$ cat src/design/prdb_pkg.sv
// Package for the packet reorder / dedup buffer: widths and defaults.
// No dependencies.
package prdb_pkg;
    localparam int HeapDepthDefault = 64;
    localparam int SeqBitsDefault   = 16;
    localparam int FieldBits        = 16;
    localparam int WaitBits         = 6;
    localparam logic [WaitBits-1:0] WaitDepthReset = 6'd8;
    localparam logic [0:0] RegWaitDepth = 1'b0;
endpackage

$ cat src/design/prdb_heap.sv
// Heap engine: one synchronous entry memory, insert by sift-up, pop by sift-down.
// Depends on prdb_pkg.
module prdb_heap #(
    parameter int HEAP_DEPTH = prdb_pkg::HeapDepthDefault,
    parameter int SEQ_BITS   = prdb_pkg::SeqBitsDefault
) (
    input  logic                             clk,
    input  logic                             rst_n,
    input  logic                             start,
    input  logic [SEQ_BITS-1:0]              in_seq,
    input  logic [prdb_pkg::FieldBits-1:0]   in_handle,
    input  logic [prdb_pkg::WaitBits-1:0]    wait_depth,
    output logic                             busy,
    output logic                             done,
    output logic                             pop_valid,
    output logic [SEQ_BITS-1:0]              pop_seq,
    output logic [prdb_pkg::FieldBits-1:0]   pop_handle
);
    localparam int IW = (HEAP_DEPTH > 1) ? $clog2(HEAP_DEPTH) : 1;
    localparam int OW = $clog2(HEAP_DEPTH + 1);
    localparam int EW = SEQ_BITS + prdb_pkg::FieldBits;

    localparam logic [3:0] S_IDLE = 4'd0, S_RROOT = 4'd1, S_ROOTW = 4'd2,
        S_RLAST = 4'd3, S_DNRD = 4'd4, S_DNL = 4'd5, S_DNR = 4'd6, S_DNCMP = 4'd7,
        S_INS = 4'd8, S_UPRD = 4'd9, S_UPCMP = 4'd10, S_CHK = 4'd11, S_FIN = 4'd12;

    function automatic logic later(input logic [SEQ_BITS-1:0] a, b);
        logic [SEQ_BITS-1:0] d;
        d = a - b;
        return (d != '0) && !d[SEQ_BITS-1];
    endfunction

    logic [EW-1:0] mem [HEAP_DEPTH];
    logic [EW-1:0] rd_q;
    logic [IW-1:0] ra;
    logic          we;
    logic [IW-1:0] wa;
    logic [EW-1:0] wd;

    always_ff @(posedge clk)
    begin
        if (we)
            mem[wa] <= wd;
        rd_q <= mem[ra];
    end

    logic [3:0]    state_reg;
    logic [OW-1:0] occ_reg;
    logic [IW-1:0] idx_reg, cidx_reg;
    logic [EW-1:0] cur_reg, lch_reg, new_reg;
    logic          pend_ins_reg;  // insert still to do after a full-heap pop
    logic [OW:0]   l_w;
    logic [OW:0]   r_w;

    assign busy = (state_reg != S_IDLE);
    assign l_w = (OW+1)'({idx_reg, 1'b1});
    assign r_w = l_w + 1'b1;

    always_ff @(posedge clk or negedge rst_n)
    begin
        if (!rst_n)
        begin
            state_reg    <= S_IDLE;
            occ_reg      <= '0;
            done         <= 1'b0;
            pop_valid    <= 1'b0;
            pend_ins_reg <= 1'b0;
        end
        else
        begin
            done      <= 1'b0;
            pop_valid <= 1'b0;
            case (state_reg)
                S_IDLE:
                begin
                    if (start)
                    begin
                        new_reg <= {in_handle, in_seq};
                        if (occ_reg == OW'(HEAP_DEPTH))
                        begin
                            pend_ins_reg <= 1'b1;
                            state_reg    <= S_RROOT;
                        end
                        else
                        begin
                            pend_ins_reg <= 1'b0;
                            state_reg    <= S_INS;
                        end
                    end
                end
                S_INS:
                begin
                    idx_reg   <= occ_reg[IW-1:0];
                    cur_reg   <= new_reg;
                    occ_reg   <= occ_reg + 1'b1;
                    state_reg <= (occ_reg == '0) ? S_CHK : S_UPRD;
                end
                S_UPRD: state_reg <= S_UPCMP;
                S_UPCMP:
                begin
                    if (later(rd_q[SEQ_BITS-1:0], cur_reg[SEQ_BITS-1:0]))
                    begin
                        idx_reg   <= (idx_reg - 1'b1) >> 1;
                        state_reg <= (((idx_reg - 1'b1) >> 1) == '0) ? S_CHK : S_UPRD;
                    end
                    else
                        state_reg <= pend_ins_reg ? S_FIN : S_CHK;
                end
                S_CHK:
                begin
                    if (pend_ins_reg)
                        state_reg <= S_FIN;
                    else if (occ_reg > {{(OW-prdb_pkg::WaitBits > 0 ? OW-prdb_pkg::WaitBits : 0){1'b0}}, wait_depth})
                        state_reg <= S_RROOT;
                    else
                        state_reg <= S_FIN;
                end
                S_RROOT: state_reg <= S_ROOTW;
                S_ROOTW:
                begin
                    pop_valid  <= 1'b1;
                    pop_seq    <= rd_q[SEQ_BITS-1:0];
                    pop_handle <= rd_q[EW-1:SEQ_BITS];
                    occ_reg    <= occ_reg - 1'b1;
                    idx_reg    <= '0;
                    state_reg  <= (occ_reg == OW'(1)) ? S_RLAST : S_RLAST;
                end
                S_RLAST:
                begin
                    if (occ_reg == '0)
                        state_reg <= pend_ins_reg ? S_INS : S_FIN;
                    else
                    begin
                        cur_reg   <= rd_q;
                        state_reg <= S_DNRD;
                    end
                end
                S_DNRD:
                begin
                    if (l_w >= {1'b0, occ_reg})
                        state_reg <= S_DNCMP;
                    else
                        state_reg <= S_DNL;
                end
                S_DNL:
                begin
                    lch_reg   <= rd_q;
                    cidx_reg  <= l_w[IW-1:0];
                    state_reg <= (r_w < {1'b0, occ_reg}) ? S_DNR : S_DNCMP;
                end
                S_DNR:
                begin
                    if (later(lch_reg[SEQ_BITS-1:0], rd_q[SEQ_BITS-1:0]))
                    begin
                        lch_reg  <= rd_q;
                        cidx_reg <= r_w[IW-1:0];
                    end
                    state_reg <= S_DNCMP;
                end
                S_DNCMP:
                begin
                    if (l_w < {1'b0, occ_reg}
                        && later(cur_reg[SEQ_BITS-1:0], lch_reg[SEQ_BITS-1:0]))
                    begin
                        idx_reg   <= cidx_reg;
                        state_reg <= S_DNRD;
                    end
                    else
                        state_reg <= pend_ins_reg ? S_INS : S_FIN;
                end
                S_FIN:
                begin
                    done      <= 1'b1;
                    state_reg <= S_IDLE;
                end
                default: state_reg <= S_IDLE;
            endcase
        end
    end

    // Memory port steering per state
    always_comb
    begin
        ra = '0;
        we = 1'b0;
        wa = idx_reg;
        wd = cur_reg;
        case (state_reg)
            S_INS:
            begin
                we = 1'b1;
                wa = occ_reg[IW-1:0];
                wd = new_reg;
            end
            S_UPRD: ra = (idx_reg - 1'b1) >> 1;
            S_UPCMP:
            begin
                if (later(rd_q[SEQ_BITS-1:0], cur_reg[SEQ_BITS-1:0]))
                begin
                    // parent moves down, new entry moves up
                    we = 1'b1;
                    wa = idx_reg;
                    wd = rd_q;
                end
                else
                begin
                    we = 1'b1;
                    wa = idx_reg;
                    wd = cur_reg;
                end
            end
            S_CHK:
            begin
                we = 1'b1;
                wa = idx_reg;
                wd = cur_reg;
            end
            S_RROOT: ra = '0;
            S_ROOTW: ra = IW'(occ_reg - 1'b1);
            S_DNRD:  ra = l_w[IW-1:0];
            S_DNL:   ra = r_w[IW-1:0];
            S_DNCMP:
            begin
                we = 1'b1;
                wa = idx_reg;
                if (l_w < {1'b0, occ_reg}
                    && later(cur_reg[SEQ_BITS-1:0], lch_reg[SEQ_BITS-1:0]))
                    wd = lch_reg;
                else
                    wd = cur_reg;
            end
            default: ;
        endcase
    end

    ap_occ: assert property (@(posedge clk) disable iff (!rst_n)
        occ_reg <= OW'(HEAP_DEPTH)) else $error("occupancy overflow");
    ap_done: assert property (@(posedge clk) disable iff (!rst_n)
        done |-> !pop_valid) else $error("pop after done");
    ap_start: assert property (@(posedge clk) disable iff (!rst_n)
        (start && !busy) |=> busy) else $error("start ignored");
endmodule

$ cat src/design/prdb_release.sv
// Release filter: expected sequence, first-release flag, gap flag, output register.
// Depends on prdb_pkg.
module prdb_release #(
    parameter int SEQ_BITS = prdb_pkg::SeqBitsDefault
) (
    input  logic                           clk,
    input  logic                           rst_n,
    input  logic                           pop_valid,
    input  logic [SEQ_BITS-1:0]            pop_seq,
    input  logic [prdb_pkg::FieldBits-1:0] pop_handle,
    output logic                           out_valid,
    input  logic                           out_ready,
    output logic [prdb_pkg::FieldBits-1:0] out_seq,
    output logic [prdb_pkg::FieldBits-1:0] out_handle,
    output logic                           out_gap
);
    function automatic logic later(input logic [SEQ_BITS-1:0] a, b);
        logic [SEQ_BITS-1:0] d;
        d = a - b;
        return (d != '0) && !d[SEQ_BITS-1];
    endfunction

    logic [SEQ_BITS-1:0] exp_reg;
    logic                first_reg;
    logic                take;

    assign take = pop_valid && (first_reg || !later(exp_reg, pop_seq));

    always_ff @(posedge clk or negedge rst_n)
    begin
        if (!rst_n)
        begin
            exp_reg   <= '0;
            first_reg <= 1'b1;
            out_valid <= 1'b0;
        end
        else
        begin
            if (out_valid && out_ready)
                out_valid <= 1'b0;
            if (take)
            begin
                out_valid  <= 1'b1;
                out_seq    <= prdb_pkg::FieldBits'(pop_seq);
                out_handle <= pop_handle;
                out_gap    <= later(pop_seq, exp_reg);
                exp_reg    <= pop_seq + 1'b1;
                first_reg  <= 1'b0;
            end
        end
    end

    ap_first: assert property (@(posedge clk) disable iff (!rst_n)
        take |=> !first_reg) else $error("first flag stuck");
    ap_hold: assert property (@(posedge clk) disable iff (!rst_n)
        (out_valid && !out_ready) |=> out_valid && $stable({out_seq, out_handle, out_gap}))
        else $error("beat changed while stalled");
    ap_free: assert property (@(posedge clk) disable iff (!rst_n)
        pop_valid |-> !out_valid) else $error("pop while a beat waits");
endmodule

$ cat src/design/packet_reorder_dedup_buffer.sv
// Top level of the packet reorder / dedup buffer: stream ports, APB register.
// Depends on prdb_pkg, prdb_heap, prdb_release.
//
// channel   | dir | beat contents
// s_axis    | in  | tdata[15:0] seq_number, [31:16] payload_handle
// m_axis    | out | tdata[15:0] out_seq_number, [31:16] out_payload_handle; tuser gap_skipped
// apb       | in  | reg 0 @0x0 wait_depth[5:0]
//
// One descriptor is worked through in full before the next is taken: sifting up visits
// S_UPRD and S_UPCMP per level, sifting down S_DNRD, S_DNL, S_DNR and S_DNCMP, set by the
// heap memory (one read port and one write port) walking the tree.
// Reset clears control only; heap entries are written before they are read.
// s_axis_tready drops while a descriptor is in work or a result waits unread.
module packet_reorder_dedup_buffer #(
    parameter int HEAP_DEPTH = prdb_pkg::HeapDepthDefault,
    parameter int SEQ_BITS   = prdb_pkg::SeqBitsDefault
) (
    input  logic        clk,
    input  logic        rst_n,
    input  logic        s_axis_tvalid,
    output logic        s_axis_tready,
    input  logic [31:0] s_axis_tdata,   // seq_number, payload_handle
    output logic        m_axis_tvalid,
    input  logic        m_axis_tready,
    output logic [31:0] m_axis_tdata,   // out_seq_number, out_payload_handle
    output logic        m_axis_tuser,   // gap_skipped
    input  logic        psel,
    input  logic        penable,
    input  logic        pwrite,
    input  logic [2:0]  paddr,
    input  logic [31:0] pwdata,
    output logic [31:0] prdata,
    output logic        pready
);
    logic [prdb_pkg::WaitBits-1:0] wait_reg;
    logic busy, done, pop_valid, in_take;
    logic [SEQ_BITS-1:0] pop_seq;
    logic [prdb_pkg::FieldBits-1:0] pop_handle, o_seq, o_handle;

    assign pready = 1'b1;
    assign prdata = (paddr[2] == prdb_pkg::RegWaitDepth) ? {26'd0, wait_reg} : 32'd0;

    // register write
    always_ff @(posedge clk or negedge rst_n)
    begin
        if (!rst_n)
            wait_reg <= prdb_pkg::WaitDepthReset;
        else if (psel && penable && pwrite && paddr[2] == prdb_pkg::RegWaitDepth)
            wait_reg <= pwdata[prdb_pkg::WaitBits-1:0];
    end

    assign s_axis_tready = !busy && !m_axis_tvalid;
    assign in_take       = s_axis_tvalid && s_axis_tready;

    prdb_heap #(.HEAP_DEPTH(HEAP_DEPTH), .SEQ_BITS(SEQ_BITS)) u_heap (
        .clk(clk), .rst_n(rst_n), .start(in_take),
        .in_seq(s_axis_tdata[SEQ_BITS-1:0]), .in_handle(s_axis_tdata[31:16]),
        .wait_depth(wait_reg), .busy(busy), .done(done),
        .pop_valid(pop_valid), .pop_seq(pop_seq), .pop_handle(pop_handle)
    );

    prdb_release #(.SEQ_BITS(SEQ_BITS)) u_rel (
        .clk(clk), .rst_n(rst_n), .pop_valid(pop_valid), .pop_seq(pop_seq),
        .pop_handle(pop_handle), .out_valid(m_axis_tvalid), .out_ready(m_axis_tready),
        .out_seq(o_seq), .out_handle(o_handle), .out_gap(m_axis_tuser)
    );

    assign m_axis_tdata = {o_handle, o_seq};

    ap_idle: assert property (@(posedge clk) disable iff (!rst_n)
        in_take |=> busy) else $error("accept without work");
    ap_done: assert property (@(posedge clk) disable iff (!rst_n)
        (busy || done) |-> !(busy && in_take)) else $error("accept during work");
    ap_block: assert property (@(posedge clk) disable iff (!rst_n)
        m_axis_tvalid |-> !s_axis_tready) else $error("accept while a beat waits");
endmodule

$ cat config.mk
export PLATFORM = sky130hd
export DESIGN_NAME = packet_reorder_dedup_buffer
export DESIGN_NICKNAME = d
export VERILOG_FILES = /design/src/design/prdb_pkg.sv /design/src/design/prdb_heap.sv /design/src/design/prdb_release.sv /design/src/design/packet_reorder_dedup_buffer.sv
export SDC_FILE = /design/constraint.sdc
export NUM_CORES = 2
export LEC_CHECK = 0
export ABC_CLOCK_PERIOD_IN_PS = 6500
export BUFFER_PORTS_ARGS = -buffer_cell sky130_fd_sc_hd__buf_2
export CAP_MARGIN = 40
export CORE_ASPECT_RATIO = 0.9
export CORE_MARGIN = 1.5
export CORE_UTILIZATION = 45
export CTS_CLUSTER_SIZE = 20
export DETAILED_ROUTE_END_ITERATION = 12
export PLACE_DENSITY = 0.71
export SYNTH_ARGS = -nofsm -noshare
export SYNTH_HDL_FRONTEND = slang
export SYNTH_SLANG_ARGS = --single-unit
$ cat constraint.sdc
create_clock -name clk -period 6.5 [get_ports clk]
set_clock_uncertainty 0.15 [all_clocks]
set_input_delay 0.975 -clock clk [delete_from_list [all_inputs] [get_ports clk]]
set_output_delay 0.975 -clock clk [all_outputs]
set_load 0.02 [all_outputs]
==> flow_summary.json <==
{
  "dp_hpwl_um": 142000,
  "crit_cells": 14,
  "grt_pass1_wl_um": 343000,
  "r2r-start": "u_heap.rd_q[0]",
  "drt_first_iter_violations": 5171,
  "path_cells": "inv_1 -> ha_1 -> fa_1 -> nand2b_1 -> a21oi_1 -> a21o_1 -> a311o_1 -> a22oi_1 -> nor4_2 -> a21o_1 -> a221o_1 -> buf_4 -> a221o_2 -> buf_4",
  "max_cap_violations": 0,
  "final-hold-violation-count": 0,
  "cts_tree": "built",
  "rsz0062_at_grt": "false",
  "layout_commonest_cell": "edfxtp_1",
  "r2r-end": "u_heap.mem[32][1]",
  "post-route-min-period_ns": 5.30,
  "top_register": "u_heap.mem",
  "syn-instance-count": 5762,
  "whs_endpoint": "u_heap.new_reg[22]",
  "htreeDepth": 4,
  "holdBufCountCts": 0,
  "startpoint_type": "flip-flop",
  "grt_antenna_before_repair": 7,
  "grt_use_total_pct": 21.2,
  "core-area_sq_mm": 0.216,
  "numCtsBuffers": 221,
  "ctsResizeCount": 0,
  "avgSynthCellArea_sq_um": 17.0,
  "first_global_vias": 50900,
  "die_area_sq_mm": 0.220,
  "synth_edf_count": 2221,
  "ant_nets": 0,
  "cp-end-kind": "flip-flop",
  "fin_setup_tns_ns": 0,
  "cp_slowest_cell": "a221o_2",
  "synth-main-ff-cell": "edfxtp_1",
  "reg2reg_slack_ns": 1.20,
  "leakage_nw": 36.8,
  "gp_congestion": 0.895,
  "fin_area_sq_mm": 0.111,
  "die_y_um": 445,
  "cp_data_required_time_ns": 7.01,
  "clock_sinks": 2290,
  "route.detailed.drc": 0,
  "wire_per_inst_um": 26.3,
  "report.final.slew_viol_count": 0,
  "worst-path-max-fanout": 33,
  "setup_ws_ns": 1.20,
  "final_cell_mix": "edfxtp_1, mux2i_1, clkbuf_16",
  "cp.arrival_ns": 5.81,
  "vias": 52000,
  "clk_pin_slew_ns": 0.06,
  "rows": 162,
  "async_flop_share_pct": 1.62,
  "cp.buffers_inverters": 3,
  "postPlaceCellArea_sq_mm": 0.104,
  "crit_family": "compound AO/OA/AOI/OAI gates",
  "r2r_cells": 14,
  "status": "finished clean",
  "peakVddDrop_mv": 0.362,
  "slew_headroom_pct": 35.4,
  "max_freq_ghz": 0.189,
  "clock_path_buffers": 3,
  "worstHoldPathCells": 1,
  "initial_core_util_pct": 45.2,
  "p_per_area_mw_per_mm2": 463,
  "final_layout_size_suffix_gt1_share_pct": 12.7,
  "nFillCells": 17200,
  "dp_cells": 8656,
  "portBuffers": 86,
  "worst_slew_pin_slew_ns": 0.969,
  "cpPeakStageDelay_ns": 0.84,
  "synth_seq_cells": 2290,
  "fin_util_pct": 51.2,
  "via_per_inst": 5.73,
  "gr-total-overflow": 0,
  "io_pins": 142,
  "crit_type": "reg -> reg",
  "stdcell_count": 9077,
  "nets": 6186,
  "insertion_delay_ns": 0.89,
  "hold_class": "in -> reg",
  "clockRootBuffer": "clkbuf_16",
  "area_delta_synth_final_pct": 13.2,
  "die_w_um": 494,
  "cts_setup_buffers": 0,
  "synth_area_sq_mm": 0.0978,
  "p_total_mw": 51.2,
  "pre_cts_ws_ns": 1.34,
  "setup_viol": 0,
  "dr.pass1.iters": 6,
  "ys_seq_area_share_pct": 69.8,
  "finalCritPeriodShare_pct": 81.5,
  "hold_ws_ns": 0.171,
  "hp-start": "s_axis_tdata[22]",
  "synth_cell_types": 87,
  "largest_reg_flops": 2048,
  "grt_start_max_net_pins": 80,
  "synth.yosys.warnings": 0,
  "postRouteWirelength_um": 238000
}
-- final cells by class --
type                    instances  area (sq um)  area share, %
flip-flops and latches       2290         68300           61.7
multi-input cells            3073         28300           25.6
clock buffers                 274          5780           5.22
well taps                    2870          3590           3.24
repair buffers                311          2990           2.70
clock inverters               140          1330           1.20
inverters                     113           424          0.383
diodes                          6          15.0         0.0136
-- worst max path at each step --
stage / to / slack (ns) / startpoint
floorplan: u_heap.mem[0][15] / 0.35 / u_heap.cur_reg[8]
global placement: u_heap.mem[7][1] / 1.46 / u_heap.rd_q[0]
detailed placement: u_heap.mem[14][1] / 1.34 / u_heap.rd_q[0]
CTS: u_heap.mem[32][1] / 1.28 / u_heap.rd_q[0]
global route: u_heap.mem[32][1] / 1.00 / u_heap.rd_q[0]
finish: u_heap.mem[32][1] / 1.20 / u_heap.rd_q[0]
-- logic make-up after synthesis --
| family | share of synthesized area [%] |
|---|---|
| AO/OA/AOI/OAI | 2.62 |
| other | 0.00768 |
| adder cells (fa/ha/maj) | 1.34 |
| buffers and inverters | 2.03 |
| XOR/XNOR | 0.578 |
| multiplexers | 21.4 |
| AND/OR/NAND/NOR | 2.23 |
| flip-flops | 69.8 |
-- power breakdown --
group	internal, mW	leakage [nW]	switching [mW]
Combinational	7.29	12.6	12.4
Sequential	18.5	20.8	0.540
Clock	7.01	3.45	5.52
-- metal layers --
metal  wire, um  GRT usage (%)
met5          0              0
met4       7490           7.17
met3      19100           3.91
met2     108000           32.9
met1     104000           30.2
-- cell usage after synthesis, types with 17 or more instances --
cell	count	area [sq um]
a22o_1	32	280
nor3_1	34	170
mux2_2	39	439
a221o_1	34	340
a21oi_1	57	285
buf_1	34	128
nand3_1	44	220
buf_2	132	661
inv_1	111	417
xor2_1	18	158
o21ai_0	55	275
nor2b_1	22	138
o21a_1	22	165
nand4_1	17	106
nand2_1	84	315
dfrtp_1	35	876
mux2i_1	2042	20400
buf_4	54	405
xnor2_1	44	385
ha_1	98	1230
clkbuf_1	88	330
nand2b_1	21	131
dfxtp_1	32	641
nor2_1	145	544
edfxtp_1	2221	66700
No activity file was read; power rests on OpenSTA's default activity.
